### config.mk
export PLATFORM = sky130hd
export DESIGN_NAME = activity_power_mode_selector_top
export DESIGN_NICKNAME = d
export VERILOG_FILES = /design/src/hw/rtl/apms_pkg.sv /design/src/hw/rtl/apms_cfg_regs.sv /design/src/hw/rtl/apms_core.sv /design/src/hw/rtl/activity_power_mode_selector_top.sv
export SDC_FILE = /design/constraint.sdc
export NUM_CORES = 1
export LEC_CHECK = 0
export BUFFER_PORTS_ARGS = -buffer_cell sky130_fd_sc_hd__buf_2
export CORE_MARGIN = 2
export CORE_UTILIZATION = 58
export DETAILED_ROUTE_END_ITERATION = 6
export GPL_TIMING_DRIVEN = 0
export PLACE_DENSITY = 0.83
export SLEW_MARGIN = 40
export SYNTH_ARGS = -nofsm -noshare
export SYNTH_HDL_FRONTEND = slang
export SYNTH_SLANG_ARGS = --single-unit
### constraint.sdc
create_clock -name aclk -period 11.8 [get_ports aclk]
set_input_delay 0.59 -clock aclk [delete_from_list [all_inputs] [get_ports aclk]]
set_output_delay 0.59 -clock aclk [all_outputs]
set_load 0.01 [all_outputs]
### src/hw/rtl/apms_pkg.sv
// Shared types, register codes and constants for the activity power mode selector.
package apms_pkg;

    typedef enum logic [1:0] {
        MODE_SLEEP  = 2'd0,
        MODE_BASIC  = 2'd1,
        MODE_NORMAL = 2'd2,
        MODE_SPORT  = 2'd3
    } mode_t;

    typedef enum logic [2:0] {
        CFG_AUTO_ENABLE         = 3'd0,
        CFG_IDLE_TIMEOUT_BASIC  = 3'd1,
        CFG_IDLE_TIMEOUT_NORMAL = 3'd2,
        CFG_IDLE_TIMEOUT_SPORT  = 3'd3,
        CFG_SPEED_LIMIT         = 3'd4,
        CFG_ACCEL_LIMIT         = 3'd5,
        CFG_YAW_LIMIT           = 3'd6,
        CFG_MIN_DWELL_MS        = 3'd7
    } cfg_index_t;

    localparam logic [31:0] EVAL_PERIOD_MS = 32'd5000;
    localparam logic [31:0] MOTION_HOLD_MS = 32'd10000;

    localparam logic        RST_AUTO_ENABLE         = 1'b1;
    localparam logic [31:0] RST_IDLE_TIMEOUT_BASIC  = 32'd120000;
    localparam logic [31:0] RST_IDLE_TIMEOUT_NORMAL = 32'd300000;
    localparam logic [31:0] RST_IDLE_TIMEOUT_SPORT  = 32'd60000;
    localparam logic [15:0] RST_SPEED_LIMIT         = 16'd300;
    localparam logic [15:0] RST_ACCEL_LIMIT         = 16'd1500;
    localparam logic [15:0] RST_YAW_LIMIT           = 16'd1000;
    localparam logic [31:0] RST_MIN_DWELL_MS        = 32'd30000;

    typedef struct packed {
        logic        auto_enable;
        logic [31:0] idle_timeout_basic;
        logic [31:0] idle_timeout_normal;
        logic [31:0] idle_timeout_sport;
        logic [15:0] speed_limit;
        logic [15:0] accel_limit;
        logic [15:0] yaw_limit;
        logic [31:0] min_dwell_ms;
    } cfg_t;

    typedef struct packed {
        logic [31:0]        time_ms;
        logic               motion_now;
        logic               vehicle_on;
        logic               fix_valid;
        logic [15:0]        speed;
        logic [15:0]        accel_magnitude;
        logic signed [15:0] yaw_rate;
    } item_t;

    typedef struct packed {
        mode_t mode;
        mode_t prior_mode;
        logic  switched;
        logic  moving;
        logic  vehicle_active;
    } result_t;

endpackage

### src/hw/rtl/apms_cfg_regs.sv
// Configuration register file for the activity power mode selector.
module apms_cfg_regs (
    input  logic                 aclk,
    input  logic                 aresetn,
    input  logic                 cfg_we,
    input  logic [2:0]           cfg_index,
    input  logic [31:0]          cfg_wdata,
    output apms_pkg::cfg_t       cfg
);

    apms_pkg::cfg_t cfg_reg;
    apms_pkg::cfg_t cfg_next;

    always_comb begin
        cfg_next = cfg_reg;
        if (cfg_we) begin
            case (apms_pkg::cfg_index_t'(cfg_index))
                apms_pkg::CFG_AUTO_ENABLE:         cfg_next.auto_enable = cfg_wdata[0];
                apms_pkg::CFG_IDLE_TIMEOUT_BASIC:  cfg_next.idle_timeout_basic = cfg_wdata;
                apms_pkg::CFG_IDLE_TIMEOUT_NORMAL: cfg_next.idle_timeout_normal = cfg_wdata;
                apms_pkg::CFG_IDLE_TIMEOUT_SPORT:  cfg_next.idle_timeout_sport = cfg_wdata;
                apms_pkg::CFG_SPEED_LIMIT:         cfg_next.speed_limit = cfg_wdata[15:0];
                apms_pkg::CFG_ACCEL_LIMIT:         cfg_next.accel_limit = cfg_wdata[15:0];
                apms_pkg::CFG_YAW_LIMIT:           cfg_next.yaw_limit = cfg_wdata[15:0];
                apms_pkg::CFG_MIN_DWELL_MS:        cfg_next.min_dwell_ms = cfg_wdata;
                default:                           cfg_next = cfg_reg;
            endcase
        end
    end

    always_ff @(posedge aclk) begin
        if (!aresetn) begin
            cfg_reg.auto_enable         <= apms_pkg::RST_AUTO_ENABLE;
            cfg_reg.idle_timeout_basic  <= apms_pkg::RST_IDLE_TIMEOUT_BASIC;
            cfg_reg.idle_timeout_normal <= apms_pkg::RST_IDLE_TIMEOUT_NORMAL;
            cfg_reg.idle_timeout_sport  <= apms_pkg::RST_IDLE_TIMEOUT_SPORT;
            cfg_reg.speed_limit         <= apms_pkg::RST_SPEED_LIMIT;
            cfg_reg.accel_limit         <= apms_pkg::RST_ACCEL_LIMIT;
            cfg_reg.yaw_limit           <= apms_pkg::RST_YAW_LIMIT;
            cfg_reg.min_dwell_ms        <= apms_pkg::RST_MIN_DWELL_MS;
        end else begin
            cfg_reg <= cfg_next;
        end
    end

    assign cfg = cfg_reg;

endmodule

### src/hw/rtl/apms_core.sv
// Mode selection state and the combinational update logic for one sample.
module apms_core (
    input  logic                 aclk,
    input  logic                 aresetn,
    input  apms_pkg::cfg_t       cfg,
    input  apms_pkg::item_t      item,
    input  logic                 fire,
    output apms_pkg::result_t    result
);

    apms_pkg::mode_t mode_reg,       mode_next;
    apms_pkg::mode_t prior_mode_reg, prior_mode_next;
    logic            motion_flag_reg,  motion_flag_next;
    logic            vehicle_flag_reg, vehicle_flag_next;
    logic [31:0]     last_motion_reg,  last_motion_next;
    logic [31:0]     last_change_reg,  last_change_next;
    logic [31:0]     last_eval_reg,    last_eval_next;

    logic [31:0]     motion_elapsed;
    logic [31:0]     idle_elapsed;
    logic [31:0]     eval_elapsed;
    logic [31:0]     change_elapsed;
    logic [31:0]     idle_limit;
    logic            vehicle_rise;
    logic            eval_due;
    logic            fast;
    logic            precise;
    logic [16:0]     yaw_abs;
    apms_pkg::mode_t target;
    logic            switch_now;

    always_comb begin
        motion_elapsed = item.time_ms - last_motion_reg;
        eval_elapsed   = item.time_ms - last_eval_reg;
        change_elapsed = item.time_ms - last_change_reg;
        vehicle_rise   = item.vehicle_on && !vehicle_flag_reg;

        if (item.motion_now) begin
            motion_flag_next = 1'b1;
        end else if (motion_flag_reg && (motion_elapsed > apms_pkg::MOTION_HOLD_MS)) begin
            motion_flag_next = 1'b0;
        end else begin
            motion_flag_next = motion_flag_reg;
        end

        // Both a motion report and an ignition rising edge restart the idle clock.
        last_motion_next  = (item.motion_now || vehicle_rise) ? item.time_ms : last_motion_reg;
        idle_elapsed      = (item.motion_now || vehicle_rise) ? 32'd0 : motion_elapsed;
        vehicle_flag_next = item.vehicle_on;

        case (mode_reg)
            apms_pkg::MODE_BASIC:  idle_limit = cfg.idle_timeout_basic;
            apms_pkg::MODE_NORMAL: idle_limit = cfg.idle_timeout_normal;
            apms_pkg::MODE_SPORT:  idle_limit = cfg.idle_timeout_sport;
            default:               idle_limit = 32'd0;
        endcase

        yaw_abs = item.yaw_rate[15] ? (17'd0 - {item.yaw_rate[15], item.yaw_rate})
                                    : {1'b0, item.yaw_rate};
        fast    = (item.fix_valid && (item.speed > cfg.speed_limit))
               || (item.accel_magnitude > cfg.accel_limit);
        precise = yaw_abs > {1'b0, cfg.yaw_limit};

        if (vehicle_flag_next || motion_flag_next) begin
            target = (fast || precise) ? apms_pkg::MODE_SPORT : apms_pkg::MODE_NORMAL;
        end else if (idle_elapsed > idle_limit) begin
            target = (mode_reg == apms_pkg::MODE_BASIC) ? apms_pkg::MODE_SLEEP
                                                        : apms_pkg::MODE_BASIC;
        end else begin
            target = mode_reg;
        end

        eval_due   = cfg.auto_enable && (eval_elapsed > apms_pkg::EVAL_PERIOD_MS);
        switch_now = eval_due && (target != mode_reg) && (change_elapsed >= cfg.min_dwell_ms);

        last_eval_next   = eval_due ? item.time_ms : last_eval_reg;
        mode_next        = switch_now ? target : mode_reg;
        prior_mode_next  = switch_now ? mode_reg : prior_mode_reg;
        last_change_next = switch_now ? item.time_ms : last_change_reg;

        result.mode           = mode_next;
        result.prior_mode     = prior_mode_next;
        result.switched       = switch_now;
        result.moving         = motion_flag_next;
        result.vehicle_active = vehicle_flag_next;
    end

    always_ff @(posedge aclk) begin
        if (!aresetn) begin
            mode_reg         <= apms_pkg::MODE_NORMAL;
            prior_mode_reg   <= apms_pkg::MODE_NORMAL;
            motion_flag_reg  <= 1'b0;
            vehicle_flag_reg <= 1'b0;
            last_motion_reg  <= 32'd0;
            last_change_reg  <= 32'd0;
            last_eval_reg    <= 32'd0;
        end else if (fire) begin
            mode_reg         <= mode_next;
            prior_mode_reg   <= prior_mode_next;
            motion_flag_reg  <= motion_flag_next;
            vehicle_flag_reg <= vehicle_flag_next;
            last_motion_reg  <= last_motion_next;
            last_change_reg  <= last_change_next;
            last_eval_reg    <= last_eval_next;
        end
    end

endmodule

### src/hw/rtl/activity_power_mode_selector_top.sv
// Top level of the activity power mode selector: input register, core and result register.
// Each transfer on the s_ channel is one time sample and yields exactly one result transfer
// on the m_ channel. A sample is registered on entry; the mode state is updated from it and
// the result is captured in the output register when the sample leaves the input register,
// which it does once the output register is empty or its result is taken by m_ready. While
// m_ready stays high the block sustains one sample per clock.
// The output register and the input register are decoupled: a new sample is taken while a
// result waits for m_ready, as long as the input register is free. The throughput is set by
// the state update, which closes the loop from one sample to the next. Configuration writes
// take effect on the next clock edge and are meant to be made while no sample is in flight.
module activity_power_mode_selector_top (
    input  logic               aclk,
    input  logic               aresetn,

    input  logic               cfg_we,
    input  logic [2:0]         cfg_index,
    input  logic [31:0]        cfg_wdata,

    input  logic               s_valid,
    output logic               s_ready,
    input  logic [31:0]        s_time_ms,
    input  logic               s_motion_now,
    input  logic               s_vehicle_on,
    input  logic               s_fix_valid,
    input  logic [15:0]        s_speed,
    input  logic [15:0]        s_accel_magnitude,
    input  logic signed [15:0] s_yaw_rate,

    output logic               m_valid,
    input  logic               m_ready,
    output logic [1:0]         m_mode,
    output logic [1:0]         m_prior_mode,
    output logic               m_switched,
    output logic               m_moving,
    output logic               m_vehicle_active
);

    apms_pkg::cfg_t    cfg;
    apms_pkg::item_t   item_reg;
    apms_pkg::result_t result;
    apms_pkg::result_t res_reg;

    logic in_valid_reg,  in_valid_next;
    logic out_valid_reg, out_valid_next;
    logic advance;
    logic fire;

    apms_cfg_regs u_cfg (
        .aclk      (aclk),
        .aresetn   (aresetn),
        .cfg_we    (cfg_we),
        .cfg_index (cfg_index),
        .cfg_wdata (cfg_wdata),
        .cfg       (cfg)
    );

    apms_core u_core (
        .aclk    (aclk),
        .aresetn (aresetn),
        .cfg     (cfg),
        .item    (item_reg),
        .fire    (fire),
        .result  (result)
    );

    always_comb begin
        advance        = !out_valid_reg || m_ready;
        fire           = in_valid_reg && advance;
        s_ready        = !in_valid_reg || advance;
        in_valid_next  = s_ready ? s_valid : in_valid_reg;
        out_valid_next = advance ? in_valid_reg : out_valid_reg;
    end

    always_ff @(posedge aclk) begin
        if (!aresetn) begin
            in_valid_reg  <= 1'b0;
            out_valid_reg <= 1'b0;
        end else begin
            in_valid_reg  <= in_valid_next;
            out_valid_reg <= out_valid_next;
        end
    end

    always_ff @(posedge aclk) begin
        if (s_valid && s_ready) begin
            item_reg.time_ms         <= s_time_ms;
            item_reg.motion_now      <= s_motion_now;
            item_reg.vehicle_on      <= s_vehicle_on;
            item_reg.fix_valid       <= s_fix_valid;
            item_reg.speed           <= s_speed;
            item_reg.accel_magnitude <= s_accel_magnitude;
            item_reg.yaw_rate        <= s_yaw_rate;
        end
        if (fire) begin
            res_reg <= result;
        end
    end

    assign m_valid          = out_valid_reg;
    assign m_mode           = res_reg.mode;
    assign m_prior_mode     = res_reg.prior_mode;
    assign m_switched       = res_reg.switched;
    assign m_moving         = res_reg.moving;
    assign m_vehicle_active = res_reg.vehicle_active;

`ifndef SYNTHESIS
    // A reported mode change always leaves a different mode than it entered.
    a_switch_changes_mode: assert property (@(posedge aclk) disable iff (!aresetn)
        (m_valid && m_switched) |-> (m_mode != m_prior_mode))
        else $error("switched result with equal mode and prior mode");

    // Mode changes only come from automatic evaluation.
    a_switch_needs_auto: assert property (@(posedge aclk) disable iff (!aresetn)
        (m_valid && m_switched) |-> cfg.auto_enable)
        else $error("mode changed while automatic evaluation is disabled");

    // A sample that leaves the input register shows up in the result register.
    a_fire_fills_output: assert property (@(posedge aclk) disable iff (!aresetn)
        fire |=> out_valid_reg)
        else $error("processed sample did not reach the output register");
`endif

endmodule

# ---- Word level (Yosys, flattened, before mapping)
# Cells that the tools add are included.
dict set report word_totals {
  regBits 371
  input_bits 123
  output_inout_bits 9
  word_cells 91
}
dict set report op_classes {
  n_addsub 4
  order_cmp 7
  n_eq_ne 11
  mux 11
  reduce_logical 29
}
# cell n
set ops {}
lappend ops {{$pmux W32 S3} 1}
lappend ops {{$sub A32 B32 Y32} 3}
lappend ops {{$ge A32 B32 Y1} 1}
lappend ops {{$gt A16 B16 Y1} 2}
lappend ops {{$gt A32 B13 Y1 const B} 1}
lappend ops {{$gt A32 B14 Y1 const B} 1}
lappend ops {{$gt A32 B32 Y1} 1}
lappend ops {{$mux W32} 1}
lappend ops {{$reduce_and A2 Y1} 11}
lappend ops {{$gt A17 B16 Y1} 1}
lappend ops {{$mux W17} 1}
lappend ops {{$sub A1 B16 Y17 const A} 1}
lappend ops {{$eq A3 B3 Y1 const B} 4}
lappend ops {{$logic_and A1 B1 Y1} 8}
lappend ops {{$mux W2} 4}
lappend ops {{$eq A3 B2 Y1 const B} 2}
lappend ops {{$logic_or A1 B1 Y1} 6}
lappend ops {{$eq A2 B2 Y1 const B} 2}
lappend ops {{$mux W1} 4}
lappend ops {{$eq A3 B1 Y1 const B} 1}
lappend ops {{$logic_not A1 Y1} 3}
lappend ops {{$logic_not A3 Y1} 1}
lappend ops {{$eq A2 B1 Y1 const B} 1}
lappend ops {{$ne A2 B2 Y1} 1}

# ---- Longest topological paths before layout
dict set report depth {
  depth_word 11
  ltp_mapped 30
  ltp_nobuf 28
}

# ---- By module
# From an unflattened synthesis, not the netlist that was laid out.
dict set report unflattened {
  cells_unflattened 2521
  area_unflattened_um2 23007.1
}
# module instances cells_per_inst area_each_um2 seq_area_each_um2
set by_module_without_submodules {}
lappend by_module_without_submodules {apms_core 1 1781 13439.1 2042.0}
lappend by_module_without_submodules {apms_cfg_regs 1 641 6761.5 3543.4}
lappend by_module_without_submodules {activity_power_mode_selector_top 1 99 2806.4 2742.6}

# ---- Worst setup path after synthesis
# No wires, ideal clock.
dict set report synth_timing {
  path_type {register -> register}
  start {reg item_reg[51] (netlist bit)}
  end {reg res_reg (netlist bit m_prior_mode[0]) (data pin)}
  setup_time_ps 260
  t_arrival_ps 5226
  slack_ps 6314
  stages_incl_launch_ff 29
  path_cell_list {edfxtp_1 inv_1 ha_1 inv_1 fa_1 a21o_1 a21oi_1 o21bai_1 a21oi_1 nor2b_1 o221ai_1 a211oi_1 o31ai_1 o2111ai_1 a21oi_1 xnor2_1 ha_1 a21o_1 a21o_1 a21oi_1 nand2_1 or3_1 o31ai_1 a21boi_0 o211ai_1 o31ai_1 nor2_1 a211oi_2 mux2_2}
}
# element line
set synth_lines {}
lappend synth_lines {{from (decl)} activity_power_mode_selector_top.sv:39} ;# apms_pkg::item_t item_reg;
lappend synth_lines {{to (signal assigned)} activity_power_mode_selector_top.sv:95} ;# res_reg <= result;
lappend synth_lines {{to (decl)} activity_power_mode_selector_top.sv:41} ;# apms_pkg::result_t res_reg;

==> impl_metrics.toml <==
[outcome]
outcome = "complete, no violations"

[power_and_ir_drop]
worst_ir_drop_vdd_uv = 126
power.leakage_nw = 9.85
power_density_mw_per_mm2 = 142

[timing]
hold_violation_count_in_the_final_report = 0
period_minus_slack_ps = 7350
timing.fmax_mhz = 136
fin_tns_setup_ps = 0
final-setup-viol-count = 0
worst_clock_skew_ps = 35.2
tightest_slew_ps = 959
final_min_period_over_clock_period = 0.623
unrepaired_setup_endpoints_after_global_routing = "no"
report.final.slew_viol_count = 0
max_slew_margin = 0.357

[grt]
grt_first_pass_wirelength_um = 97300
grt_pass1_vias = 19400
number_of_antenna_violations_at_the_first_check_in_global_routing = 1
gr-total-overflow = 0
grtUsageTotal = 0.309
maximum_number_of_pins_on_one_net_before_global_route_repair = 49

[clock_tree]
worstSkewPairLatency_ps = 600
root_buffer = "sky130_fd_sc_hd__clkbuf_16"
numCtsBuffers = 42
clk_sink_count = 371
cts_setup_buffers = 0
cts-hold-fix-buffers = 0
cts_htree_levels = 2
clock_path_buffers = 3
post_cts_resized = 0
path_clk_slew_ps = 60
cts_tree = "yes"

[synth]
post-synth-top-area-fraction = 0.253
ys.warnings.count = 0
postSynthRegisterBits = 371
netlist.top_cell.by_area = "sky130_fd_sc_hd__dfxtp_1"
postSynth.asyncResetShare = 0
synthesis.area_mm2 = 0.0222
ys_types = 84
postSynthNetCount = 2988
synth_enable_flop_cells = 90
register_area_share_after_synthesis = 0.374
predominant_post_synthesis_flop_cell = "sky130_fd_sc_hd__dfxtp_1"
syn_avg_cell_area_um2 = 8.37
gate_count_of_the_mapped_netlist = 2656
synth.top_cells.by_area = "sky130_fd_sc_hd__dfxtp_1, sky130_fd_sc_hd__edfxtp_1, sky130_fd_sc_hd__ha_1"

[placed_design]
globalplace.congestion = 0.917
place_inst = 3296
io_buffers = 127
detailed_place_hpwl_um = 46400
placement.cell_area_mm2 = 0.0236

[worst_setup_path]
reg2reg_launch_point = "item_reg[51]"
worst_setup_sp_type = "register"
reg2reg_to = "m_prior_mode[0]"
r2r_cells = 26
cp-end-kind = "register"
path_class = "reg -> reg"
critical_path_data_arrival_time_ps = 7680
worstPathRequired_ps = 12130
crit_fanout = 5
timing.reg2reg.setup_slack_ps = 4450

[floorplanning]
start_util = 0.589
fp-row-count = 71
die_area_mm2 = 0.0399
die_h_um = 200
floorplan.core_area_mm2 = 0.0378
boundary_pins = 132
die_x_um = 200

[final_layout]
layout_common_cells = "sky130_fd_sc_hd__nand2_1, sky130_fd_sc_hd__dfxtp_1, sky130_fd_sc_hd__a21oi_1, sky130_fd_sc_hd__ha_1, sky130_fd_sc_hd__inv_1"
antennaDiodeCount = 0
most_common_library_cell_in_the_layout_ignoring_fill_and_taps = "sky130_fd_sc_hd__nand2_1"
drive_gt1_frac = 0.0968
instances_no_fill = 3373
final_nets = 3162
largest_reg_flops = 177
finish.utilization = 0.662
syn2layout_area_growth_pct = 12.4
final_design_area_no_fill_mm2 = 0.0250

[drt]
wl_per_cell_um = 18.2
totalWireLength_um = 61500
initial_detailed_routing_violation_count = 1634
drtPass1Iterations = 5
drc = 0
ant_nets = 0
vias_per_cell = 5.94
vias = 20000

[worst_hold_path]
hold_path_depth = 1
start_point_of_the_worst_min_delay_path = "s_accel_magnitude[11]"
hold_path_end = "item_reg[27]"
hold_class = "in -> reg"

[run]
max_cap_violations = 0
-- kinds of logic after synthesis --
| logic type | count (synthesis) | synth area share |
|---|---|---|
| adder cells (fa/ha/maj) | 209 | 0.119 |
| buffers and inverters | 323 | 0.0577 |
| AND/OR/NAND/NOR | 927 | 0.185 |
| AO/OA/AOI/OAI | 631 | 0.179 |
| flip-flops | 371 | 0.374 |
| XOR/XNOR | 84 | 0.0334 |
| multiplexers | 111 | 0.0519 |
-- critical path, stage by stage, from the launching register on --
cell	delay [ps]
sky130_fd_sc_hd__edfxtp_1	480
sky130_fd_sc_hd__inv_1	190
sky130_fd_sc_hd__ha_1	220
sky130_fd_sc_hd__inv_1	60
sky130_fd_sc_hd__fa_1	400
sky130_fd_sc_hd__a21o_1	180
sky130_fd_sc_hd__a21oi_1	230
sky130_fd_sc_hd__o21bai_1	100
sky130_fd_sc_hd__a21oi_1	220
sky130_fd_sc_hd__nor2b_1	100
sky130_fd_sc_hd__o221ai_1	240
sky130_fd_sc_hd__a211oi_1	180
sky130_fd_sc_hd__o31ai_1	630
sky130_fd_sc_hd__o21bai_1	120
sky130_fd_sc_hd__a21oi_1	230
sky130_fd_sc_hd__xnor2_1	100
sky130_fd_sc_hd__ha_1	300
sky130_fd_sc_hd__nand3_1	160
sky130_fd_sc_hd__nor4_1	540
sky130_fd_sc_hd__o2111a_1	340
sky130_fd_sc_hd__o31ai_1	120
sky130_fd_sc_hd__nand2_1	90
sky130_fd_sc_hd__nand2_1	70
sky130_fd_sc_hd__o31ai_1	660
sky130_fd_sc_hd__nor2_1	240
sky130_fd_sc_hd__a211oi_2	460
sky130_fd_sc_hd__mux2_2	430
-- where the power goes --
group,switching [W],total [W],internal (W)
clock,0.000557,0.00136,0.000802
sequential,0.0000410,0.00140,0.00136
combinational,0.000472,0.000791,0.000319
total,0.00107,0.00355,0.00248
-- worst max-delay path by stage --
stage,start,end,slack [ps],cells past startpoint
2_1_floorplan,item_reg[51],m_prior_mode[0],6310,28
3_3_place_gp,item_reg[51],m_prior_mode[1],4820,26
3_5_place_dp,item_reg[51],m_prior_mode[1],4710,26
4_1_cts,item_reg[51],m_prior_mode[1],4650,26
5_1_grt,item_reg[51],m_prior_mode[0],3970,26
6_report,item_reg[51],m_prior_mode[0],4450,26
-- per-layer routing --
metal / global-route usage / vias up / wire, µm
li1: - / 9614 / -
met2: 0.513 / 826 / 28400
met5: 0 / - / 16
met3: 0.0613 / 212 / 5080
met1: 0.383 / 9373 / 24900
met4: 0.156 / 2 / 3000
-- synthesized netlist by cell type (15+ instances only) --
cell type	count
sky130_fd_sc_hd__nand2_1	531
sky130_fd_sc_hd__mux2i_1	76
sky130_fd_sc_hd__and2_1	28
sky130_fd_sc_hd__o21a_1	19
sky130_fd_sc_hd__a22oi_1	32
sky130_fd_sc_hd__a21o_1	61
sky130_fd_sc_hd__nor2_1	130
sky130_fd_sc_hd__and3_1	19
sky130_fd_sc_hd__o21ai_0	82
sky130_fd_sc_hd__mux2_2	35
sky130_fd_sc_hd__ha_1	206
sky130_fd_sc_hd__o211ai_1	42
sky130_fd_sc_hd__a31oi_1	15
sky130_fd_sc_hd__nand3_1	53
sky130_fd_sc_hd__a21oi_1	266
sky130_fd_sc_hd__dfxtp_1	281
sky130_fd_sc_hd__nor3_1	30
sky130_fd_sc_hd__edfxtp_1	90
sky130_fd_sc_hd__nand2b_1	18
sky130_fd_sc_hd__inv_1	202
sky130_fd_sc_hd__clkbuf_1	101
sky130_fd_sc_hd__a211oi_1	20
sky130_fd_sc_hd__nand4_1	31
sky130_fd_sc_hd__xor2_1	30
sky130_fd_sc_hd__nor2b_1	28
sky130_fd_sc_hd__xnor2_1	53
-- per-stage QoR --
step | hold WS [ps] | setup WS [ps] | total power [W]
6_report | 161 | 4450 | 0.00355
5_1_grt | 151 | 3970 | 0.00371
4_1_cts | 146 | 4650 | 0.00355
3_5_place_dp | 446 | 4710 | 0.00220
3_3_place_gp | 438 | 4820 | 0.00216
2_1_floorplan | 432 | 6310 | 0.00198
-- area by class of cell --
class	count	area, µm²
tap	511	639
multi-input combinational	1962	12600
buffer	121	528
clock inverter	14	216
fill	3048	12700
timing repair buffer	130	687
sequential	371	8330
clock buffer	62	1210
inverter	202	758
Note: power is estimated with default switching activity, not from simulation.
